`src/design/lphs_pkg.sv`:
```
// Shared types, widths and codes of the linear-probing hash set.
`timescale 1ns / 1ps

package lphs_pkg;

	// Table geometry: the slot count is a power of two, so the home slot is a part-select.
	localparam int SLOT_W     = 6;
	localparam int TABLE_SIZE = 2 ** SLOT_W;
	localparam int OCC_W      = SLOT_W + 1;

	// Port field widths.
	localparam int REQ_W  = 2;
	localparam int KEY_W  = 44;
	localparam int HASH_W = 31;
	localparam int STAT_W = 3;
	localparam int POS_W  = 6;
	localparam int LIVE_W = 7;
	localparam int MARK_W = 2;

	// Request codes.
	localparam logic [REQ_W-1:0] REQ_INSERT = 2'd0;
	localparam logic [REQ_W-1:0] REQ_LOOKUP = 2'd1;
	localparam logic [REQ_W-1:0] REQ_DELETE = 2'd2;
	localparam logic [REQ_W-1:0] REQ_COUNT  = 2'd3;

	// Result status codes.
	localparam logic [STAT_W-1:0] STAT_INSERTED  = 3'd0;
	localparam logic [STAT_W-1:0] STAT_DUPLICATE = 3'd1;
	localparam logic [STAT_W-1:0] STAT_FULL      = 3'd2;
	localparam logic [STAT_W-1:0] STAT_FOUND     = 3'd3;
	localparam logic [STAT_W-1:0] STAT_NOT_FOUND = 3'd4;
	localparam logic [STAT_W-1:0] STAT_DELETED   = 3'd5;
	localparam logic [STAT_W-1:0] STAT_COUNT     = 3'd6;

	// Slot marks.
	localparam logic [MARK_W-1:0] MARK_EMPTY = 2'd0;
	localparam logic [MARK_W-1:0] MARK_LIVE  = 2'd1;
	localparam logic [MARK_W-1:0] MARK_GONE  = 2'd2;

	// One table entry as it is kept in memory.
	typedef struct packed {
		logic [MARK_W-1:0] mark;
		logic [KEY_W-1:0]  key;
	} slot_entry_t;

	// Access request from the probe controller to the slot store.
	typedef struct packed {
		logic              rd_en;
		logic [SLOT_W-1:0] rd_addr;
		logic              wr_en;
		logic [SLOT_W-1:0] wr_addr;
		slot_entry_t       wr_data;
	} store_req_t;

endpackage

```
`src/design/lphs_ram.sv`:
```
// Generic single-clock RAM with one write port and one registered read port.
`timescale 1ns / 1ps

module lphs_ram #(
	parameter int WIDTH = 8,
	parameter int DEPTH = 64,
	localparam int AW = $clog2(DEPTH)
) (
	input  logic             clk,
	input  logic             rd_en,
	input  logic [AW-1:0]    rd_addr,
	output logic [WIDTH-1:0] rd_data,
	input  logic             wr_en,
	input  logic [AW-1:0]    wr_addr,
	input  logic [WIDTH-1:0] wr_data
);

	logic [WIDTH-1:0] mem [DEPTH];

	// Write port.
	always_ff @(posedge clk) begin
		if (wr_en) begin
			mem[wr_addr] <= wr_data;
		end
	end

	// Registered read port.
	always_ff @(posedge clk) begin
		if (rd_en) begin
			rd_data <= mem[rd_addr];
		end
	end

endmodule

```
`src/design/lphs_store.sv`:
```
// Slot store: entry memory plus per-slot valid bits so the table starts empty.
`timescale 1ns / 1ps

module lphs_store import lphs_pkg::*; (
	input  logic        clk,
	input  logic        arst_n,
	input  store_req_t  req,
	output slot_entry_t rd_slot
);

	localparam int ENTRY_W = $bits(slot_entry_t);

	logic [ENTRY_W-1:0]   ram_rd_data;
	logic [TABLE_SIZE-1:0] valid_q;
	logic                 vld_s1;
	slot_entry_t          ram_entry;

	lphs_ram #(
		.WIDTH(ENTRY_W),
		.DEPTH(TABLE_SIZE)
	) u_ram (
		.clk    (clk),
		.rd_en  (req.rd_en),
		.rd_addr(req.rd_addr),
		.rd_data(ram_rd_data),
		.wr_en  (req.wr_en),
		.wr_addr(req.wr_addr),
		.wr_data(req.wr_data)
	);

	// A slot becomes valid at its first write; until then it reads as empty.
	always_ff @(posedge clk or negedge arst_n) begin
		if (!arst_n) begin
			valid_q <= '0;
			vld_s1  <= 1'b0;
		end else begin
			if (req.wr_en) begin
				valid_q[req.wr_addr] <= 1'b1;
			end
			if (req.rd_en) begin
				vld_s1 <= valid_q[req.rd_addr];
			end
		end
	end

	// Mask the mark of a never-written slot to empty.
	always_comb begin
		ram_entry    = slot_entry_t'(ram_rd_data);
		rd_slot.key  = ram_entry.key;
		rd_slot.mark = vld_s1 ? ram_entry.mark : MARK_EMPTY;
	end

endmodule

```
`src/design/linear_probe_hash_set_core.sv`:
```
// Top level of the linear-probing hash set: probe controller, live counter and result register.
//
// The block keeps a set of 44-bit keys in a 64-slot open-addressed table held in one
// synchronous memory; the caller supplies the hash, and the home slot is its low six bits.
// Insert, lookup and delete walk the probe path one slot per memory read: the request is
// accepted and its home read issued, each probed slot is checked in turn (1 to 64 slots
// in all), then the slot is written back when needed and the result register is loaded;
// that last step waits while the output register holds a result not yet taken. A count
// request skips the probe. One request is in work at a time; the next is accepted as soon
// as the previous result sits in the output register, even while it waits to be taken.
// The table is empty right after reset: per-slot valid bits make unwritten slots read as
// empty, so there is no clearing pass.
`timescale 1ns / 1ps

module linear_probe_hash_set_core import lphs_pkg::*; (
	input  logic              clk,
	input  logic              arst_n,
	input  logic              in_valid,
	output logic              in_ready,
	input  logic [REQ_W-1:0]  req_type,
	input  logic [KEY_W-1:0]  key,
	input  logic [HASH_W-1:0] hash_code,
	output logic              out_valid,
	input  logic              out_ready,
	output logic [STAT_W-1:0] status,
	output logic [POS_W-1:0]  position,
	output logic [LIVE_W-1:0] live_count,
	output logic              is_empty
);

	localparam logic [1:0] S_IDLE  = 2'd0;
	localparam logic [1:0] S_CHECK = 2'd1;
	localparam logic [1:0] S_DONE  = 2'd2;

	localparam logic [SLOT_W-1:0] LAST_STEP = SLOT_W'(TABLE_SIZE - 1);
	localparam logic [OCC_W-1:0]  OCC_MAX   = OCC_W'(TABLE_SIZE);

	logic [1:0]        state_q;
	logic [REQ_W-1:0]  req_q;
	logic [KEY_W-1:0]  key_q;
	logic [SLOT_W-1:0] addr_q;
	logic [SLOT_W-1:0] step_q;
	logic [SLOT_W-1:0] free_q;
	logic              have_free_q;
	logic [STAT_W-1:0] stat_q;
	logic [SLOT_W-1:0] pos_q;
	logic [OCC_W-1:0]  occ_q;

	logic              out_valid_q;
	logic [STAT_W-1:0] status_q;
	logic [POS_W-1:0]  position_q;
	logic [LIVE_W-1:0] live_count_q;
	logic              is_empty_q;

	store_req_t        st_req;
	slot_entry_t       rd_slot;

	logic              in_fire;
	logic              out_load;
	logic              slot_hit;
	logic              slot_hole;
	logic              slot_free;
	logic              probe_last;
	logic              probe_end;
	logic [STAT_W-1:0] end_stat;
	logic [SLOT_W-1:0] end_pos;
	logic [OCC_W-1:0]  occ_next;

	lphs_store u_store (
		.clk    (clk),
		.arst_n (arst_n),
		.req    (st_req),
		.rd_slot(rd_slot)
	);

	assign in_ready = (state_q == S_IDLE);
	assign in_fire  = in_valid && in_ready;
	assign out_load = (state_q == S_DONE) && (!out_valid_q || out_ready);

	// Classify the slot whose data arrived this cycle and decide whether the probe ends.
	always_comb begin
		slot_hit   = (rd_slot.mark == MARK_LIVE) && (rd_slot.key == key_q);
		slot_hole  = (rd_slot.mark == MARK_EMPTY);
		slot_free  = (rd_slot.mark != MARK_LIVE);
		probe_last = (step_q == LAST_STEP);
		probe_end  = slot_hit || slot_hole || probe_last;
		end_stat   = STAT_NOT_FOUND;
		end_pos    = '0;
		if (slot_hit) begin
			end_pos = addr_q;
			case (req_q)
				REQ_INSERT: end_stat = STAT_DUPLICATE;
				REQ_LOOKUP: end_stat = STAT_FOUND;
				REQ_DELETE: end_stat = STAT_DELETED;
				default:    end_stat = STAT_COUNT;
			endcase
		end else if (req_q == REQ_INSERT) begin
			// First empty or deleted slot on the path, or full after a whole wrap.
			if (have_free_q) begin
				end_stat = STAT_INSERTED;
				end_pos  = free_q;
			end else if (slot_free) begin
				end_stat = STAT_INSERTED;
				end_pos  = addr_q;
			end else begin
				end_stat = STAT_FULL;
			end
		end
	end

	// Memory accesses: home read at acceptance, next slot while probing, write-back at the end.
	always_comb begin
		st_req              = '0;
		st_req.wr_addr      = pos_q;
		st_req.wr_data.key  = key_q;
		st_req.wr_data.mark = (stat_q == STAT_INSERTED) ? MARK_LIVE : MARK_GONE;
		st_req.wr_en        = out_load &&
		                      ((stat_q == STAT_INSERTED) || (stat_q == STAT_DELETED));
		if (state_q == S_IDLE) begin
			st_req.rd_en   = in_fire && (req_type != REQ_COUNT);
			st_req.rd_addr = hash_code[SLOT_W-1:0];
		end else begin
			st_req.rd_en   = (state_q == S_CHECK) && !probe_end;
			st_req.rd_addr = addr_q + SLOT_W'(1);
		end
	end

	// Live entry count after the current request.
	always_comb begin
		occ_next = occ_q;
		if (stat_q == STAT_INSERTED) begin
			occ_next = occ_q + OCC_W'(1);
		end else if ((stat_q == STAT_DELETED) && (occ_q != '0)) begin
			occ_next = occ_q - OCC_W'(1);
		end
	end

	// Request sequencer.
	always_ff @(posedge clk or negedge arst_n) begin
		if (!arst_n) begin
			state_q     <= S_IDLE;
			have_free_q <= 1'b0;
			occ_q       <= '0;
		end else begin
			case (state_q)
				S_IDLE: begin
					if (in_fire) begin
						have_free_q <= 1'b0;
						state_q     <= (req_type == REQ_COUNT) ? S_DONE : S_CHECK;
					end
				end
				S_CHECK: begin
					if (probe_end) begin
						state_q <= S_DONE;
					end else if (!have_free_q && slot_free) begin
						have_free_q <= 1'b1;
					end
				end
				S_DONE: begin
					if (out_load) begin
						occ_q   <= occ_next;
						state_q <= S_IDLE;
					end
				end
				default: state_q <= S_IDLE;
			endcase
		end
	end

	// Request payload and probe position.
	always_ff @(posedge clk) begin
		if (in_fire) begin
			req_q  <= req_type;
			key_q  <= key;
			addr_q <= hash_code[SLOT_W-1:0];
			step_q <= '0;
			stat_q <= STAT_COUNT;
			pos_q  <= '0;
		end else if (state_q == S_CHECK) begin
			if (probe_end) begin
				stat_q <= end_stat;
				pos_q  <= end_pos;
			end else begin
				addr_q <= addr_q + SLOT_W'(1);
				step_q <= step_q + SLOT_W'(1);
				if (!have_free_q && slot_free) begin
					free_q <= addr_q;
				end
			end
		end
	end

	// Output register: holds a finished transaction until it is taken.
	always_ff @(posedge clk or negedge arst_n) begin
		if (!arst_n) begin
			out_valid_q <= 1'b0;
		end else if (out_load) begin
			out_valid_q <= 1'b1;
		end else if (out_ready) begin
			out_valid_q <= 1'b0;
		end
	end

	always_ff @(posedge clk) begin
		if (out_load) begin
			status_q     <= stat_q;
			position_q   <= POS_W'(pos_q);
			live_count_q <= LIVE_W'(occ_next);
			is_empty_q   <= (occ_next == '0);
		end
	end

	assign out_valid  = out_valid_q;
	assign status     = status_q;
	assign position   = position_q;
	assign live_count = live_count_q;
	assign is_empty   = is_empty_q;

	// The live counter never exceeds the table size.
	a_occ_bound: assert property (@(posedge clk) disable iff (!arst_n)
		occ_q <= OCC_MAX)
		else $error("live counter exceeds table size");

	// The table is written only when a result is loaded.
	a_write_at_done: assert property (@(posedge clk) disable iff (!arst_n)
		st_req.wr_en |-> (state_q == S_DONE) && out_load)
		else $error("table write outside result load");

	// No read is issued while a result waits to be loaded.
	a_no_read_in_done: assert property (@(posedge clk) disable iff (!arst_n)
		(state_q == S_DONE) |-> !st_req.rd_en)
		else $error("memory read during write-back");

	// A new result appears only after the finishing cycle.
	a_result_source: assert property (@(posedge clk) disable iff (!arst_n)
		$rose(out_valid_q) |-> $past(state_q) == S_DONE)
		else $error("result loaded outside finishing cycle");

	// A probe never runs past one full wrap of the table.
	a_probe_bound: assert property (@(posedge clk) disable iff (!arst_n)
		(state_q == S_CHECK) && probe_last |=> (state_q == S_DONE))
		else $error("probe ran past a full wrap");

endmodule
```
`config.mk`:
```
export PLATFORM = sky130hd
export DESIGN_NAME = linear_probe_hash_set_core
export DESIGN_NICKNAME = d
export VERILOG_FILES = /design/src/design/lphs_pkg.sv /design/src/design/lphs_ram.sv /design/src/design/lphs_store.sv /design/src/design/linear_probe_hash_set_core.sv
export SDC_FILE = /design/constraint.sdc
export NUM_CORES = 2
export LEC_CHECK = 0
export BUFFER_PORTS_ARGS = -buffer_cell sky130_fd_sc_hd__buf_4
export CAP_MARGIN = 20
export CORE_MARGIN = 1
export CORE_UTILIZATION = 25
export CTS_CLUSTER_DIAMETER = 30
export DETAILED_ROUTE_END_ITERATION = 8
export PLACE_DENSITY = 0.45
export SETUP_SLACK_MARGIN = 0.15
export SLEW_MARGIN = 20
export SYNTH_ARGS = -nofsm -noshare
export SYNTH_HDL_FRONTEND = slang
export SYNTH_SLANG_ARGS = --single-unit
```
`constraint.sdc`:
```
create_clock -name clk -period 5.85 [get_ports clk]
set_input_delay 1.17 -clock clk [delete_from_list [all_inputs] [get_ports clk]]
set_output_delay 1.17 -clock clk [all_outputs]
set_load 0.02 [all_outputs]
```
After elaboration in Yosys (flattened, before gate mapping). Memories as Yosys holds them, arrays and structs flattened. A register that Yosys moved wholly into a read port is not among the register bits. Cells that the tools add are included.

Bits of input ports: 81. Output and inout bits: 19. Register bits: 166. RAM bits: 2944. Memories kept: 1.

Memories: u_store.u_ram.mem (words 64, width 46, rd ports 1, clocked after Yosys merged registers in 1, write ports 1, line lphs_ram.sv:18) `logic [WIDTH-1:0] mem [DEPTH];`.

$lt $le $gt $ge: 3. Equality and inequality tests: 17. Bitwise logic cells: 3. Reductions and logical operators: 32. Multiplexer cells: 34. Add/subtract/negate cells: 4.

Operators with widths (number): $or A64 B64 Y64 (1); $eq A44 B44 Y1 (1); $mux W6 (7); $mux W7 (3); $mux W2 (8); $lt A6 B7 Y1 const B (2); $add A6 B1 Y6 const B (2); $ne A2 B2 Y1 const B (5); $logic_and A1 B1 Y1 (9); $mux W1 (9); $pmux W3 S3 (1); $reduce_and A2 Y1 (4); $reduce_and A4 Y1 (2); $add A7 B1 Y7 const B (1); $logic_not A7 Y1 (1); $reduce_bool A7 Y1 (1); $sub A7 B1 Y7 const B (1); $bmux W1 S6 (1); $demux W1 S6 (1); $eq A2 B1 Y1 const B (3); $eq A2 B2 Y1 const B (3); $eq A6 B6 Y1 const B (1); $ge A6 B1 Y1 const B (1); $logic_not A2 Y1 (3); 11 further kinds (22).

Longest topological paths before layout.
Depth in word-level cells: 10. Depth in mapped cells: 13. Mapped depth without buffers: 10.

Cells and area by module. Synthesis repeated with hierarchy kept, for this count alone.

Cells, all modules: 5392. Area total of the unflattened synthesis: 120130.2 µm².

By module, submodules not included: lphs_ram (times used 1, cells an instance 4805, area each 112640.5 µm², sequential area each 89786.1 µm²); linear_probe_hash_set_core (times used 1, cells an instance 353, area each 4476.8 µm², sequential area each 2827.7 µm²); lphs_store (times used 1, cells an instance 234, area each 3012.9 µm², sequential area each 1626.6 µm²).

Least setup slack after synthesis. Ideal clock, no wire load.

Path kind: input -> register. From: input req_type[0]. To: register u_store.vld_s1. Arrival: 5023 ps. Path slack: 479 ps. Buffers on the path: 0. Cell stages on the path: 3. Cells stage by stage: and2_0 o21ai_0 a41oi_1.

RTL lines: start: declaration (line linear_probe_hash_set_core.sv:20) `input logic [REQ_W-1:0] req_type,`; end signal: assignment (line lphs_store.sv:41) `vld_s1 <= valid_q[req.rd_addr];`; end: declaration (line lphs_store.sv:15) `logic vld_s1;`.

==> flow_summary.yaml <==
floorplan:
  rows: 259
  ios: 100
  die_height_um: 710.0
  core_um2: 498400
  start_util_pct: 25.15
  die_x_um: 710.0
  die_area_um2: 504200
grt:
  use_met1_pct: 22.95
  grt_use_met2_pct: 27.29
  grt-ovfl-total: 0
  grt_usage_pct: 16.80
  grt-busiest-layer: "met2"
  antenna_found_initial: 15
  grt_max_degree: 137
  grt.met3_usage_pct: 2.355
  grt_pass1_wl_um: 612600
  grt_pass1_vias: 81060
layout:
  final_layout_size_suffix_gt1_share_pct: 15.72
  area.growth.synth_to_final_pct: 25.64
  utilization_pct: 31.59
  instances_no_fill: 16640
  fillCellCount: 49040
  fin_nets: 9547
  regArea_um2: 94240
  multi_input_area_um2: 28370
power_and_ir_drop:
  power-per-cell-area_nw_per_um2: 608.7
  leakagePower_uw: 0.05302
  peakVddDrop_v: 0.0007995
clock_network:
  cts_resized: 0
  cts-root-buf: "clkbuf_16"
  cts_setup_buffers: 0
  cts.sinks: 3156
  clk_pin_slew_ns: 0.05
  cts.htree.levels: 6
  tritoncts: "yes"
  worstSkewPairLatency_ns: 1.08
  cts.path.max_buffers: 4
  cts_buffers: 629
timing:
  max_freq_mhz: 208.0
  fin_setup_tns_ns: 0
  fin_crit_sh_pct: 82.19
  fin_worst_skew_ns: 0.1071
  drv_slew: 0
  worstMarginPinSlew_ns: 1.158
  period_needed_ns: 4.808
  max_slew_margin_pct: 22.78
  rsz0062_at_grt: "false"
  report.final.hold_viol_count: 0
  setup_viol: 0
routing:
  drtAntennaViolNets: 0
  wl_um: 437600
  vias: 82350
  via_per_inst: 4.948
  drt_iter0_markers: 8179
  drc: 0
  firstDrtPassIters: 6
  wire_per_inst_um: 26.29
min_path:
  hold_depth: 1
  hp-start: "key[1]"
  whs_endpoint: "key_q[1]$_DFFE_PP_"
  hold_path_class: "in2reg"
logic_synthesis:
  synthAdderAreaFrac_pct: 0.03993
  synth_xor_area_share_pct: 0.4123
  synth.distinct_cells: 62
  synthCells: 9103
  synth_seq_cells: 3156
  syn_area_um2: 125300
  synth_top_family_by_area: "simple AND/OR/NAND/NOR gates"
  synth.yosys.warnings: 0
  ys_seq_area_share_pct: 75.20
  synth_edf_count: 3065
  async_flop_share_pct: 2.408
  yosys-mux-area-fraction_pct: 0.09384
  synth_compound_area_share_pct: 8.534
  ys.flop_type: "edfxtp_1"
  avgSynthCellArea_um2: 13.77
  yosys.area_share.simple_pct: 13.08
  syn_nets: 9188
setup_path:
  r2r-start: "key_q[16]$_DFFE_PP_"
  r2r_end: "u_store.vld_s1$_DFFE_PN0P_"
  arrival_ns: 5.60
  cp_cell_sequence: "xnor2_1 > nand4_1 > nor4_1 > nand3_1 > nand3_1 > o21ai_4 > buf_4 > nor2_1 > a41oi_1"
  crit_path_start_kind: "flop"
  criticalPathCategory: "reg2reg"
  cp-end-kind: "flop"
  cp_slowest_cell: "nor4_1"
  r2r_slack_ns: 1.04
  crit_required_ns: 6.64
  cp_slowest_stage_delay_ns: 0.84
  worstPathMaxFanout: 39
  timing.critical_path.mode_cell: "nand3_1"
  reg2reg_depth: 9
placement:
  routabilityCongestion: 0.7808
  dp_hpwl_um: 221000
  portBuffers: 74
  placed_cells: 15480
flow_run:
  maxCapViolations: 0
outcome:
  status: "complete, no violations"
per-layer routing:
| layer | wire [µm] | vias to the layer above |
|---|---|---|
| met5 | 0 | - |
| met4 | 14370 | 0 |
| met3 | 27040 | 708 |
| met2 | 204600 | 3174 |
| met1 | 191600 | 42790 |
| li1 | - | 35680 |
logic make-up after synthesis:
logic type / count (synthesis)
xor+xnor: 59
buf+inv: 709
mux: 9
fa+ha+maj: 4
simple gates: 3766
compound gates: 1400
flops: 3156
Yosys cell counts (all sizes together) (46+ instances only):
cell type,number,area [µm²]
a21oi,117,589.3
nand2,2354,8843
xnor2,53,464.2
edfxtp,3065,92040
and3,373,2338
a211oi,458,3448
dfrtp,76,1902
buf,373,2054
a311oi,556,4870
clkbuf,324,1216
nand3,774,3874
nor2,135,506.7
a22oi,46,345.3
or2,66,415.4
a31oi,183,1145
registers in the layout (all words and copies together) (netlist names), 2 cells and up:
name and cells:
step_q 6, u_store.valid_q 64, status 3, stat_q 3
key_q 44, req_q 2, occ_q 7, u_store.u_ram.rd_data 46
live_count 7, position 6, pos_q 6, addr_q 6
state_q 2, u_store.u_ram.mem 2944, free_q 6
timing repair:
item,CTS,global route
hold endpoints to repair,8,0
hold buffers,1,0
setup endpoints to repair,0,0
worst max-delay path by stage:
stage | from | to
final | key_q[16]$_DFFE_PP_ | u_store.vld_s1$_DFFE_PN0P_
after global placement | hash_code[0] | u_store.u_ram.rd_data[15]$_DFFE_PP_
after global routing | key_q[2]$_DFFE_PP_ | u_store.vld_s1$_DFFE_PN0P_
after CTS | key_q[16]$_DFFE_PP_ | u_store.vld_s1$_DFFE_PN0P_
after floorplan | req_type[0] | u_store.vld_s1$_DFFE_PN0P_
after detailed placement | hash_code[0] | u_store.u_ram.rd_data[15]$_DFFE_PP_
cell type report:
class	count	area share [%]
Sequential cell	3156	59.85
Clock inverter	437	3.405
Antenna cell	3	0.004768
Clock buffer	718	10.29
Tap cell	6655	5.288
Multi-Input combinational cell	5238	18.02
Inverter	12	0.03178
Timing Repair Buffer	425	3.116
worst max-delay path, delay by kind of cell, from the launching register on:
family                    cells  cell delay [ns]
and+or+nand+nor               5             2.71
xor gates and xnor gates      1             0.37
DFF                           1             0.54
buffers and inverters         1             0.50
AOI/OAI and AO/OA             2             0.36
per-stage QoR:
step                setup slack [ns]  cell area [µm²]  total power [µW]  hold WS, ns
detailed placement            0.8854           135900             60220       0.4455
finish                         1.042           157500             95850       0.2868
floorplan                     0.4788           125300             47420       0.4064
CTS                            1.242           157400             96360       0.2041
global route                  0.9672           157500             99970       0.2572
global placement              0.8710           135900             60110       0.4447
where the power goes:
group	internal (µW)	switching [µW]
clock	23600	12400
sequential	26400	480
combinational	9320	23700
total	59300	36500
placed cells by master, fill, tap and decap left out, types with 15 or more instances in the layout:
| cell | n |
|---|---|
| buf_12 | 137 |
| clkinv_4 | 34 |
| clkinvlp_4 | 59 |
| clkbuf_16 | 634 |
| dfxtp_1 | 15 |
| nand2_1 | 2351 |
| dfrtp_1 | 76 |
| clkbuf_1 | 82 |
| a211oi_1 | 456 |
| and3_1 | 372 |
| a22oi_1 | 46 |
| nand3_1 | 774 |
| a311oi_1 | 556 |
| clkinv_2 | 113 |
| a21oi_1 | 115 |
| inv_6 | 18 |
| edfxtp_1 | 3065 |
| bufinv_16 | 81 |
| or2_2 | 65 |
| clkinv_1 | 86 |
| buf_4 | 287 |
| clkinv_16 | 24 |
| nor2_4 | 66 |
| nor2_1 | 69 |
| a31oi_1 | 183 |
| xnor2_1 | 53 |
| nand4_1 | 23 |
Power figures use the tool's default switching activity.
